--- src/sv/itt_pkg.sv ---
// Package of types, constants and codes for the idle timeout table.
package itt_pkg;

    localparam int SLOT_COUNT = 64;
    localparam int SLOT_W     = (SLOT_COUNT > 1) ? $clog2(SLOT_COUNT) : 1;

    localparam int          TIMEOUT_W     = 16;
    localparam logic [15:0] TIMEOUT_RESET = 16'd30;

    localparam logic [1:0] REQ_INSERT = 2'd0;
    localparam logic [1:0] REQ_DELETE = 2'd1;
    localparam logic [1:0] REQ_UPDATE = 2'd2;
    localparam logic [1:0] REQ_SWEEP  = 2'd3;

    localparam logic [2:0] ST_OK         = 3'd0;
    localparam logic [2:0] ST_RANGE      = 3'd1;
    localparam logic [2:0] ST_NOT_IN_USE = 3'd2;
    localparam logic [2:0] ST_EXPIRED    = 3'd3;
    localparam logic [2:0] ST_NONE       = 3'd4;

    typedef enum logic [1:0] {
        S_IDLE,
        S_SW_READ,
        S_SW_CHECK,
        S_SW_DONE
    } itt_state_t;

    // Commands from the controller to the datapath.
    typedef struct packed {
        logic take;   // a request is accepted this cycle
        logic rd_en;  // read the timestamp of the slot under scan
        logic chk;    // judge the slot under scan and step on
        logic fin;    // close the sweep with its final result
    } itt_cmd_t;

    // Status from the datapath to the controller.
    typedef struct packed {
        logic req_sweep;
        logic expired;
        logic pend_valid;
        logic scan_last;
        logic out_free;
    } itt_stat_t;

endpackage

--- src/sv/itt_controller.sv ---
// Controller state machine that sequences requests and sweeps of the idle timeout table.
module itt_controller (
    input  logic                clk,
    input  logic                rst_n,
    input  logic                in_valid,
    output logic                in_ready,
    input  itt_pkg::itt_stat_t  stat,
    output itt_pkg::itt_cmd_t   cmd
);
    import itt_pkg::*;

    itt_state_t state_reg;
    itt_state_t state_next;
    logic       take;

    assign take = in_valid && in_ready;

    always_ff @(posedge clk or negedge rst_n)
    begin
        if (!rst_n)
        begin
            state_reg <= S_IDLE;
        end
        else
        begin
            state_reg <= state_next;
        end
    end

    always_comb
    begin
        state_next = state_reg;
        unique case (state_reg)
            S_IDLE:
            begin
                if (take && stat.req_sweep)
                begin
                    state_next = S_SW_READ;
                end
            end
            S_SW_READ:
            begin
                state_next = S_SW_CHECK;
            end
            S_SW_CHECK:
            begin
                // A second expiry cannot overwrite the held one until the output is free.
                if (!(stat.expired && stat.pend_valid && !stat.out_free))
                begin
                    state_next = stat.scan_last ? S_SW_DONE : S_SW_READ;
                end
            end
            S_SW_DONE:
            begin
                if (stat.out_free)
                begin
                    state_next = S_IDLE;
                end
            end
            default:
            begin
                state_next = S_IDLE;
            end
        endcase
    end

    always_comb
    begin
        in_ready  = 1'b0;
        cmd       = '0;
        unique case (state_reg)
            S_IDLE:
            begin
                in_ready = stat.out_free;
                cmd.take = take;
            end
            S_SW_READ:
            begin
                cmd.rd_en = 1'b1;
            end
            S_SW_CHECK:
            begin
                cmd.chk = !(stat.expired && stat.pend_valid && !stat.out_free);
            end
            S_SW_DONE:
            begin
                cmd.fin = stat.out_free;
            end
            default:
            begin
                in_ready = 1'b0;
            end
        endcase
    end

endmodule

--- src/sv/itt_datapath.sv ---
// Datapath of the idle timeout table: slot marks, timestamp memory, scan and output register.
module itt_datapath (
    input  logic                clk,
    input  logic                rst_n,
    input  itt_pkg::itt_cmd_t   cmd,
    output itt_pkg::itt_stat_t  stat,
    input  logic [1:0]          req_type,
    input  logic [7:0]          slot_index,
    input  logic [31:0]         time_now,
    input  logic                cfg_we,
    input  logic [15:0]         cfg_wdata,
    input  logic                out_ready,
    output logic                out_valid,
    output logic [2:0]          status,
    output logic [5:0]          result_index,
    output logic                last_in_run
);
    import itt_pkg::*;

    logic [TIMEOUT_W-1:0]  timeout_reg;
    logic [SLOT_COUNT-1:0] in_use_reg;
    logic [SLOT_COUNT-1:0] in_use_next;
    logic [31:0]           ts_mem [SLOT_COUNT];
    logic [31:0]           rd_data_reg;
    logic [31:0]           now_reg;
    logic [SLOT_W-1:0]     scan_idx_reg;
    logic                  pend_valid_reg;
    logic [SLOT_W-1:0]     pend_idx_reg;
    logic                  out_valid_reg;
    logic [2:0]            out_status_reg;
    logic [5:0]            out_idx_reg;
    logic                  out_last_reg;

    logic              idx_ok;
    logic [SLOT_W-1:0] slot;
    logic              single;
    logic              sweep_start;
    logic              ts_we;
    logic [31:0]       age;
    logic              expired;
    logic              scan_last;
    logic              out_free;

    assign idx_ok      = slot_index < 8'(SLOT_COUNT);
    assign slot        = slot_index[SLOT_W-1:0];
    assign single      = cmd.take && (req_type != REQ_SWEEP);
    assign sweep_start = cmd.take && (req_type == REQ_SWEEP);
    assign ts_we       = single && idx_ok
                         && ((req_type == REQ_INSERT)
                             || ((req_type == REQ_UPDATE) && in_use_reg[slot]));
    // Age wraps modulo 2^32, so a stamp in the future reads as a very large age.
    assign age         = now_reg - rd_data_reg;
    assign expired     = in_use_reg[scan_idx_reg] && (age >= {16'd0, timeout_reg});
    assign scan_last   = scan_idx_reg == SLOT_W'(SLOT_COUNT - 1);
    assign out_free    = !out_valid_reg || out_ready;

    assign stat.req_sweep  = req_type == REQ_SWEEP;
    assign stat.expired    = expired;
    assign stat.pend_valid = pend_valid_reg;
    assign stat.scan_last  = scan_last;
    assign stat.out_free   = out_free;

    assign out_valid    = out_valid_reg;
    assign status       = out_status_reg;
    assign result_index = out_idx_reg;
    assign last_in_run  = out_last_reg;

    always_comb
    begin
        in_use_next = in_use_reg;
        if (single && idx_ok && (req_type == REQ_INSERT))
        begin
            in_use_next[slot] = 1'b1;
        end
        if (single && idx_ok && (req_type == REQ_DELETE))
        begin
            in_use_next[slot] = 1'b0;
        end
        if (cmd.chk && expired)
        begin
            in_use_next[scan_idx_reg] = 1'b0;
        end
    end

    // A free slot's timestamp is read but ignored, so freeing needs no memory write.
    always_ff @(posedge clk)
    begin
        if (ts_we)
        begin
            ts_mem[slot] <= time_now;
        end
        if (cmd.rd_en)
        begin
            rd_data_reg <= ts_mem[scan_idx_reg];
        end
    end

    always_ff @(posedge clk or negedge rst_n)
    begin
        if (!rst_n)
        begin
            timeout_reg    <= TIMEOUT_RESET;
            in_use_reg     <= '0;
            pend_valid_reg <= 1'b0;
            out_valid_reg  <= 1'b0;
        end
        else
        begin
            if (cfg_we)
            begin
                timeout_reg <= cfg_wdata;
            end
            in_use_reg <= in_use_next;
            if (sweep_start)
            begin
                pend_valid_reg <= 1'b0;
            end
            else if (cmd.chk && expired)
            begin
                pend_valid_reg <= 1'b1;
            end
            if (single || (cmd.chk && expired && pend_valid_reg) || cmd.fin)
            begin
                out_valid_reg <= 1'b1;
            end
            else if (out_ready)
            begin
                out_valid_reg <= 1'b0;
            end
        end
    end

    always_ff @(posedge clk)
    begin
        if (sweep_start)
        begin
            now_reg      <= time_now;
            scan_idx_reg <= '0;
        end
        else if (cmd.chk && !scan_last)
        begin
            scan_idx_reg <= scan_idx_reg + SLOT_W'(1);
        end
        if (cmd.chk && expired)
        begin
            pend_idx_reg <= scan_idx_reg;
        end

        priority if (single)
        begin
            out_last_reg <= 1'b1;
            if (!idx_ok)
            begin
                out_status_reg <= ST_RANGE;
                out_idx_reg    <= '0;
            end
            else
            begin
                out_idx_reg <= 6'(slot);
                if ((req_type == REQ_UPDATE) && !in_use_reg[slot])
                begin
                    out_status_reg <= ST_NOT_IN_USE;
                end
                else
                begin
                    out_status_reg <= ST_OK;
                end
            end
        end
        else if (cmd.chk && expired && pend_valid_reg)
        begin
            // A later expiry proves the held one is not the last of the run.
            out_status_reg <= ST_EXPIRED;
            out_idx_reg    <= 6'(pend_idx_reg);
            out_last_reg   <= 1'b0;
        end
        else if (cmd.fin)
        begin
            out_last_reg <= 1'b1;
            if (pend_valid_reg)
            begin
                out_status_reg <= ST_EXPIRED;
                out_idx_reg    <= 6'(pend_idx_reg);
            end
            else
            begin
                out_status_reg <= ST_NONE;
                out_idx_reg    <= '0;
            end
        end
        else
        begin
            out_last_reg <= out_last_reg;
        end
    end

endmodule

--- src/sv/idle_timeout_table.sv ---
// Idle timeout table: a table of connection slots with last-activity stamps and ageing sweeps.
//
// A request enters on in_valid/in_ready with req_type, slot_index and time_now; results leave
// on out_valid/out_ready with status, result_index and last_in_run. The timeout in seconds is
// written through cfg_we/cfg_wdata and resets to 30; the user must write it only while the block
// is idle, which the block itself does not enforce. Insert, delete and update give one result,
// registered in the cycle after the request is taken; a new request can be taken every cycle
// while results are drained promptly. A sweep reads each slot's stamp from a single-port
// timestamp memory, one read and one compare per slot. Expired slots are reported in ascending
// order; each report is held back until the next expiry or the end of the scan so that the final
// one carries last_in_run. A sweep with no expiry gives one "nothing expired" result.
// Results sit in an output register; when the receiver stalls, the register holds its
// result, and the sweep pauses when a second expiry or the final result must wait for it.
// After reset every slot is free, the output is empty and no clearing pass is needed.
module idle_timeout_table (
    input  logic        clk,
    input  logic        rst_n,
    input  logic        in_valid,
    output logic        in_ready,
    input  logic [1:0]  req_type,
    input  logic [7:0]  slot_index,
    input  logic [31:0] time_now,
    output logic        out_valid,
    input  logic        out_ready,
    output logic [2:0]  status,
    output logic [5:0]  result_index,
    output logic        last_in_run,
    input  logic        cfg_we,
    input  logic [15:0] cfg_wdata
);
    import itt_pkg::*;

    itt_cmd_t  cmd;
    itt_stat_t stat;

    itt_controller u_ctrl (
        .clk      (clk),
        .rst_n    (rst_n),
        .in_valid (in_valid),
        .in_ready (in_ready),
        .stat     (stat),
        .cmd      (cmd)
    );

    itt_datapath u_dp (
        .clk          (clk),
        .rst_n        (rst_n),
        .cmd          (cmd),
        .stat         (stat),
        .req_type     (req_type),
        .slot_index   (slot_index),
        .time_now     (time_now),
        .cfg_we       (cfg_we),
        .cfg_wdata    (cfg_wdata),
        .out_ready    (out_ready),
        .out_valid    (out_valid),
        .status       (status),
        .result_index (result_index),
        .last_in_run  (last_in_run)
    );

endmodule

--- config.mk ---
export PLATFORM = sky130hd
export DESIGN_NAME = idle_timeout_table
export DESIGN_NICKNAME = d
export VERILOG_FILES = /design/src/sv/itt_pkg.sv /design/src/sv/itt_controller.sv /design/src/sv/itt_datapath.sv /design/src/sv/idle_timeout_table.sv
export SDC_FILE = /design/constraint.sdc
export NUM_CORES = 2
export LEC_CHECK = 0
export ABC_AREA = 1
export BUFFER_PORTS_ARGS = -buffer_cell sky130_fd_sc_hd__clkbuf_2
export CAP_MARGIN = 20
export CORE_MARGIN = 2
export CORE_UTILIZATION = 40
export CTS_BUF_LIST = sky130_fd_sc_hd__clkbuf_16
export DETAILED_ROUTE_END_ITERATION = 12
export SYNTH_ARGS = -nofsm -noshare
export SYNTH_HDL_FRONTEND = slang
export SYNTH_SLANG_ARGS = --single-unit
--- constraint.sdc ---
create_clock -name clk -period 4.3 [get_ports clk]
set_clock_uncertainty 0.05 [all_clocks]
set_input_delay 0.43 -clock clk [delete_from_list [all_inputs] [get_ports clk]]
set_output_delay 0.43 -clock clk [all_outputs]
set_load 0.02 [all_outputs]
==> Yosys cells after proc, flatten, opt, wreduce, memory -nomap -nowiden <==
Memory sizes are Yosys's and may differ from the RTL's. A register that Yosys moved wholly into a read port is not among the register bits.
Index checks and enable logic that the tools add are counted.
{ "word_totals": {"mem_bits_rw": 2048, "elab_cells": 110, "inputBits": 63, "regBits": 138, "n_memories": 1, "output_inout_bits": 12} }
{ "classes": {"n_lt_le_gt_ge": 6, "bitwise_logic": 5, "addsub": 2, "reduce_logical": 34, "mux": 40, "eq_ne": 11} }
{ "memory_table": {"columns": ["name", "depth", "word_bits", "read_ports", "rd_ports_with_merged_regs", "write_ports", "line", "source"], "rows": [
  ["u_dp.ts_mem", 64, 32, 1, 1, 1, "itt_datapath.sv:23", "logic [31:0] ts_mem [SLOT_COUNT];"]
]} }
{ "op_table": {"columns": ["operator", "n"], "rows": [
  ["64-bit two-way mux", 3],
  ["64-bit AND", 2],
  ["64-bit inverter", 2],
  ["64-bit bitwise OR", 1],
  ["32-bit by 16-bit greater-or-equal comparator with 1-bit output", 1],
  ["32-bit subtractor", 1],
  ["6-bit two-way mux", 5],
  ["1-bit logical AND", 18],
  ["1-bit two-way mux", 17],
  ["3-bit two-way mux", 5],
  ["6-bit by 7-bit < comparator with 1-bit output, second input constant", 2],
  ["1-bit binary-select mux with 6-bit select", 2],
  ["1-bit demux with 6-bit select", 2],
  ["6-bit by 1-bit greater-or-equal comparator with 1-bit output, second input constant", 2],
  ["2-bit two-way mux", 5],
  ["2-bit == test, second input constant", 4],
  ["8-bit by 7-bit < comparator with 1-bit output, second input constant", 1],
  ["2-bit case mux with 4 select lines", 1],
  ["6-bit by 1-bit adder with 6-bit output, second input constant", 1],
  ["6-bit == test, second input constant", 1],
  ["2-bit nonzero test", 3],
  ["1-bit logical NOT", 5],
  ["2-bit by 1-bit == test with 1-bit output, second input constant", 2],
  ["2-bit logical NOT", 2],
  ["5 further kinds", 10]
]} }

==> Depth between registers and ports, before layout <==
{ "depth": {"ltp_word": 13, "mapped_depth": 28, "mapped_depth_nobuf": 27} }

==> Modules after synthesis <==
Synthesis repeated with hierarchy kept, for this count alone.
{ "unflattened": {"hier_cells": 5922, "area_unflattened_um2": 86349.1} }
{ "by_module_without_submodules": {"columns": ["module", "area_each_um2", "cells_per_inst", "seq_area_each_um2", "instances"], "rows": [
  ["itt_datapath", 86178.9, 5894, 66068.4, 1],
  ["itt_controller", 170.2, 28, 50.0, 1]
]} }

==> Worst setup path after synthesis <==
OpenSTA, ideal clock, no wires.
{ "synth_timing": {"path_kind": "input to register", "startpoint": "input port slot_index[3]", "endpoint": "memory u_dp.ts_mem[0][0] (enable)", "path_buffers": 2, "setup_time_ns": 0.421, "required_time_ns": 3.829, "cell_stages": 10, "setup_slack_ns": 0.545, "t_arrival_ns": 3.284, "path_cell_list": "clkbuf_1 inv_1 nor3_1 o41ai_1 nand4_1 nor2_1 nand4_1 nand2_2 buf_2 nor2_1"} }
{ "synth_via": {"elab_chain_len": 7, "elab_cells_between_ends": 9, "cone_classes": "order compare: 1; mux: 4; reduce/logical: 4"} }
{ "synth_rtl": {"columns": ["item", "line", "source"], "rows": [
  ["from (decl)", "idle_timeout_table.sv:21", "input logic [7:0] slot_index,"],
  ["1-bit binary-select mux with 6-bit select", "itt_datapath.sv:50", "|| ((req_type == REQ_UPDATE) && in_use_reg[slot]));"],
  ["1-bit two-way mux (implied by the code)", "itt_datapath.sv:50", null],
  ["1-bit logical AND", "itt_datapath.sv:50", null],
  ["1-bit logical OR", "itt_datapath.sv:50", null],
  ["1-bit logical AND", "itt_datapath.sv:49", "&& ((req_type == REQ_INSERT)"],
  ["1-bit two-way mux", "itt_datapath.sv:88", "if (ts_we)"],
  ["1-bit two-way mux (implied by the code)", "itt_datapath.sv:90", "ts_mem[slot] <= time_now;"],
  ["to (decl)", "itt_datapath.sv:23", null]
]} }
Parallel ways exist; a longest one is shown, timed or not. The select of a mux whose other input is x is not followed.

==> Worst setup path after layout <==
{ "layout_timing": {"startpoint": "register u_dp.now_reg[0]", "endpoint": "register u_dp.pend_idx_reg[3] (enable)"} }
{ "layout_via": {"elab_chain_len": 8} }
{ "layout_rtl": {"columns": ["item", "line", "source"], "rows": [
  ["from (decl)", "itt_datapath.sv:25", "logic [31:0] now_reg;"],
  ["from (signal assigned)", "itt_datapath.sv:137", "now_reg <= time_now;"],
  ["32-bit subtractor (*)", "itt_datapath.sv:52", "assign age = now_reg - rd_data_reg;"],
  ["32-bit by 16-bit greater-or-equal comparator with 1-bit output (*)", "itt_datapath.sv:53", "assign expired = in_use_reg[scan_idx_reg] && (age >= {16'd0, timeout_reg});"],
  ["1-bit logical AND (*)", "itt_datapath.sv:53", null],
  ["1-bit logical AND (2 in series)", "itt_controller.sv:83", "cmd.chk = !(stat.expired && stat.pend_valid && !stat.out_free);"],
  ["1-bit logical NOT", null, null],
  ["1-bit two-way mux", "itt_controller.sv:71", "unique case (state_reg)"],
  ["1-bit logical AND (*)", "itt_datapath.sv:144", "if (cmd.chk && expired)"],
  ["to (signal assigned)", "itt_datapath.sv:146", "pend_idx_reg <= scan_idx_reg;"],
  ["to (decl)", "itt_datapath.sv:28", "logic [SLOT_W-1:0] pend_idx_reg;"]
]} }
Mark *: on every way between the ends. The rest lies on a longest branch, timed or not.
A chain may end at the register's enable or synchronous reset.

==> out/summary.md <==
The flow ran to the end, and the final reports show no timing, DRC or antenna violations. Prevailing post-synth register cell: sky130_fd_sc_hd__edfxtp_1. TritonCTS built the clock tree. The first detailed-routing pass ran for 5 iterations. The total leakage power came out at 34.0 nW. The tools report the net count after synthesis as 6062. Relative slew slack: 27.4%. The family of cells with the greatest summed delay on the critical path is simple AND/OR/NAND/NOR gates.

The clock reaches the later pin of the worst-skew pair after 0.86 ns. Along the worst hold path, the cell count comes to 3. Cells with a size suffix above 1 make up 13.2% of the layout. The worst path needs 3.87 ns of the cycle, external delays included. Entering global routing, the biggest net connects 87 pins. The area growth from synthesis to layout is 16.4%. After synthesis, the mean cell area works out to 14.5 sq um. In the final layout, the multi-input gates occupy 0.0180 sq mm. Global routing used 35.3% of the available met1 tracks.

The run gives 3 as the worst-case clock buffer depth. In this run the most used layer during global routing was met2. The run gives 0 ns as the final setup TNS. The worst register-to-register path begins at u_dp.now_reg[0].

For the remaining global-route overflow, the log shows 0. In this run the worst hold path is classified as in2reg. In this run the worst path has a maximum fanout of 36. The tools report the number of warnings issued by yosys as 0. The critical path goes through inv_1, ha_1, fa_1, inv_1, nand2_1, nand2_1, nand3_1, nand2_1, xor2_1, ha_1, a21oi_1, o31a_1, nand2_1, nand2_1, nand2_1, nor2_1, nand2_1, nor2_1, nand2_1, and2_4, nand3_4, inv_4, buf_6.

Setup repair after global routing left no endpoint under its margin. The logs give 0 for the number of endpoints failing setup at the final stage and 6402 for the net count reported at finish. The slowest stage cell on the critical path is sky130_fd_sc_hd__fa_1. After floorplanning, the core was divided into 170 placement rows.

The overall fraction of global-route tracks in use was 24.5%; the async set-reset flop share out of synthesis was 3.79%. Across all layers, the routed design uses 54900 vias. At the worst endpoint, the arrival time is 4.32 ns.

The number of vias per cell after detailed routing is 5.89. The tools report the sum of net half-perimeters after detailed placement as 164000 um. The capture instance of the worst register-to-register path is u_dp.pend_idx_reg[3]. The run gives 7617 as the detailed router's first-iteration violation count. The number of cells traversed by the worst register-to-register path came out at 23. The count of buffers added on input and output ports is 74.

In the global route stage, met2 resource usage came out at 38.4%. The critical path is of the reg2reg type. The transition time at the pin with the least slew margin is 1.09 ns, and the horizontal die dimension is 469 um. The initial antenna violation count came out at 12.

The number of hold violations in the final report is 0, and the area of the core is 0.215 sq mm. CTS built an H-tree with a depth of 4. The tools report the start point of the worst hold path as cfg_we. The timing-limited maximum frequency was 258 MHz; the met3 demand-to-capacity share in global routing was 3.84%.

Counting both buffers and inverters, the worst setup path holds a total of 4. The sink of the worst hold path is u_dp.timeout_reg[4]. For this configuration, the core starts out at a cell density of 40.2%. The post-synthesis register bit count works out to 2218. Yosys mapped a number of flops with a built-in enable equal to 2127. By instance count, the cell type seen most on the critical path is sky130_fd_sc_hd__nand2_1.

Clock-pin slew was measured on the worst setup and hold paths at 0.06 ns. The maximum cell stage delay along the critical path is 0.43 ns. The tools report the maximum vdd drop as 414 uV.

The count of filler cells inserted in the layout was 18400; the number of flip-flops in the largest register was 2048. The mapped netlist covers 0.0864 sq mm. In the synthesized netlist, the number of instances is 5950. Post-CTS timing repair inserted 0 buffers for setup.

The first global-routing pass estimated 388000 um of wire. The logs give 75 for the top-level port count and 0.898 for the weighted congestion reported at the end of routability-driven placement. Registers take 0.0661 sq mm. The logs give 273000 um for the aggregate routed wire length and 0.220 sq mm for the area enclosed by the die boundary. Sequential-to-total area share from yosys stat: 76.6%. At the worst endpoint, the required time is 4.75 ns.

The number of global-route vias before repair was 52700; the share of the clock period used by the worst path after layout was 90.0%. In the routed design, unresolved DRC markers number 0. For the distinct cell type count after synthesis, the log shows 60. The die is 469 um tall. For flop-to-flop paths, the worst setup slack is 0.43 ns.

The worst setup path is launched from a flip-flop. Clock tree synthesis selected as its root buffer the cell sky130_fd_sc_hd__clkbuf_16. Across the run, the number of max-cap violations was 0. Dividing total power by cell area gives a power density of 576 mW/mm^2. STA classifies the critical path endpoint as a flip-flop.

The CTS buffer count is 211. The max-slew violation count was 0; the count of antenna-violating nets left after detailed routing was 0. The routed wirelength normalized by instance count works out to 29.3 um. The clock drives 2218 sinks. Hold is met by 0.0478 ns.
-- cell type report --
class,instances,area share (%)
Sequential cell,2218,65.8
Clock buffer,219,5.45
Timing Repair Buffer,424,4.66
Antenna cell,11,0.0274
Inverter,361,1.41
Clock inverter,171,1.21
Tap cell,2838,3.53
Multi-Input combinational cell,3074,18.0
-- cell families after synthesis --
logic type	share of synthesized area [%]
flops	76.6
simple gates	9.26
compound gates	10.1
buf+inv	3.21
fa+ha+maj	0.719
xor+xnor	0.193
mux	0.0130
-- cells in the mapped netlist (all sizes together), types with 3 or more instances --
cell,instances,share of area (%)
nand4,262,1.9
nand2,1234,5.4
clkinv,5,0.022
o31ai,4,0.035
o41ai,4,0.041
o22ai,55,0.40
o2bb2ai,12,0.12
a211oi,3,0.026
dfrtp,80,2.3
nand3,90,0.61
nor2,238,1.1
ha,48,0.70
a21oi,143,1.3
a22o,170,1.7
dfstp,4,0.12
xor2,17,0.17
dfxtp,7,0.16
edfxtp,2127,74
a221oi,251,2.6
and2,5,0.042
buf,157,1.0
o211ai,3,0.026
inv,356,1.6
o21bai,3,0.026
o2111ai,3,0.030
or2,12,0.087
clkbuf,140,0.61
a22oi,309,2.7
o21ai,168,0.97
nor3,25,0.15
-- layout by cell type, fill, tap and decap left out, types with 70 or more instances in the layout --
master | synthesis | layout
sky130_fd_sc_hd__inv_1 | 340 | 389
sky130_fd_sc_hd__nand2_1 | 1231 | 1230
sky130_fd_sc_hd__buf_4 | 2 | 194
sky130_fd_sc_hd__nand3_1 | 80 | 78
sky130_fd_sc_hd__clkbuf_16 | 0 | 219
sky130_fd_sc_hd__o21ai_0 | 166 | 166
sky130_fd_sc_hd__a22o_1 | 170 | 170
sky130_fd_sc_hd__buf_12 | 5 | 127
sky130_fd_sc_hd__a22oi_1 | 309 | 309
sky130_fd_sc_hd__nor2_1 | 227 | 159
sky130_fd_sc_hd__nor2_4 | 2 | 70
sky130_fd_sc_hd__nand4_1 | 262 | 262
sky130_fd_sc_hd__edfxtp_1 | 2127 | 2127
sky130_fd_sc_hd__a221oi_1 | 249 | 249
sky130_fd_sc_hd__dfrtp_1 | 80 | 80
sky130_fd_sc_hd__a21oi_1 | 103 | 103
sky130_fd_sc_hd__clkbuf_2 | 0 | 73
-- what timing repair did --
item / CTS / global route
resized for setup: 0 / 3
hold buffers: 25 / 2
endpoints found under the hold margin: 80 / 16
setup endpoints to repair: 0 / 72
-- power breakdown --
part           total, W  internal [W]  switching [W]  leakage [nW]
sequential       0.0244        0.0242       0.000196          20.1
combinational    0.0154       0.00469         0.0107          10.4
clock            0.0181        0.0101        0.00804          3.47
-- worst min-delay path: stages --
cell	delay, ns
sky130_fd_sc_hd__clkbuf_2	0.30
sky130_fd_sc_hd__nand2_1	0.13
sky130_fd_sc_hd__o21ai_0	0.07
-- worst max-delay path by stage --
| stage | slack [ns] | cells after the start | to | start |
|---|---|---|---|---|
| final | 0.43 | 23 | u_dp.pend_idx_reg[3] | u_dp.now_reg[0] |
| after global routing | 0.005 | 26 | u_dp.in_use_reg[7] | u_dp.now_reg[0] |
| after CTS | 0.20 | 23 | u_dp.pend_idx_reg[1] | u_dp.now_reg[0] |
| after detailed placement | 0.20 | 24 | u_dp.in_use_reg[0] | u_dp.now_reg[0] |
| after global placement | 0.17 | 24 | u_dp.pend_idx_reg[3] | u_dp.now_reg[0] |
| after floorplan | 0.55 | 10 | u_dp.ts_mem[0][0] | slot_index[3] |
-- layer usage --
layer  up-vias  wire length, um  share of wire (%)
met5         -               16             0.0059
met4         2             8220                3.0
met3       412            26800                9.8
met2      3131           126000                 46
met1     28000           112000                 41
li1      23300                -                  -
-- through the flow --
stage | power [W] | setup WS, ns | cell area, sq um | util [%] | cells
CTS | 0.0579 | 0.197 | 100000 | 46.8 | 9299
finish | 0.0579 | 0.431 | 101000 | 46.8 | 9316
global route | 0.0600 | 0.00480 | 101000 | 46.8 | 9309
global placement | 0.0400 | 0.169 | 93400 | 43.5 | 8883
detailed placement | 0.0400 | 0.199 | 93500 | 43.5 | 8884
floorplan | 0.0335 | 0.545 | 86400 | - | 5950
No activity file was read; power rests on OpenSTA's default activity.
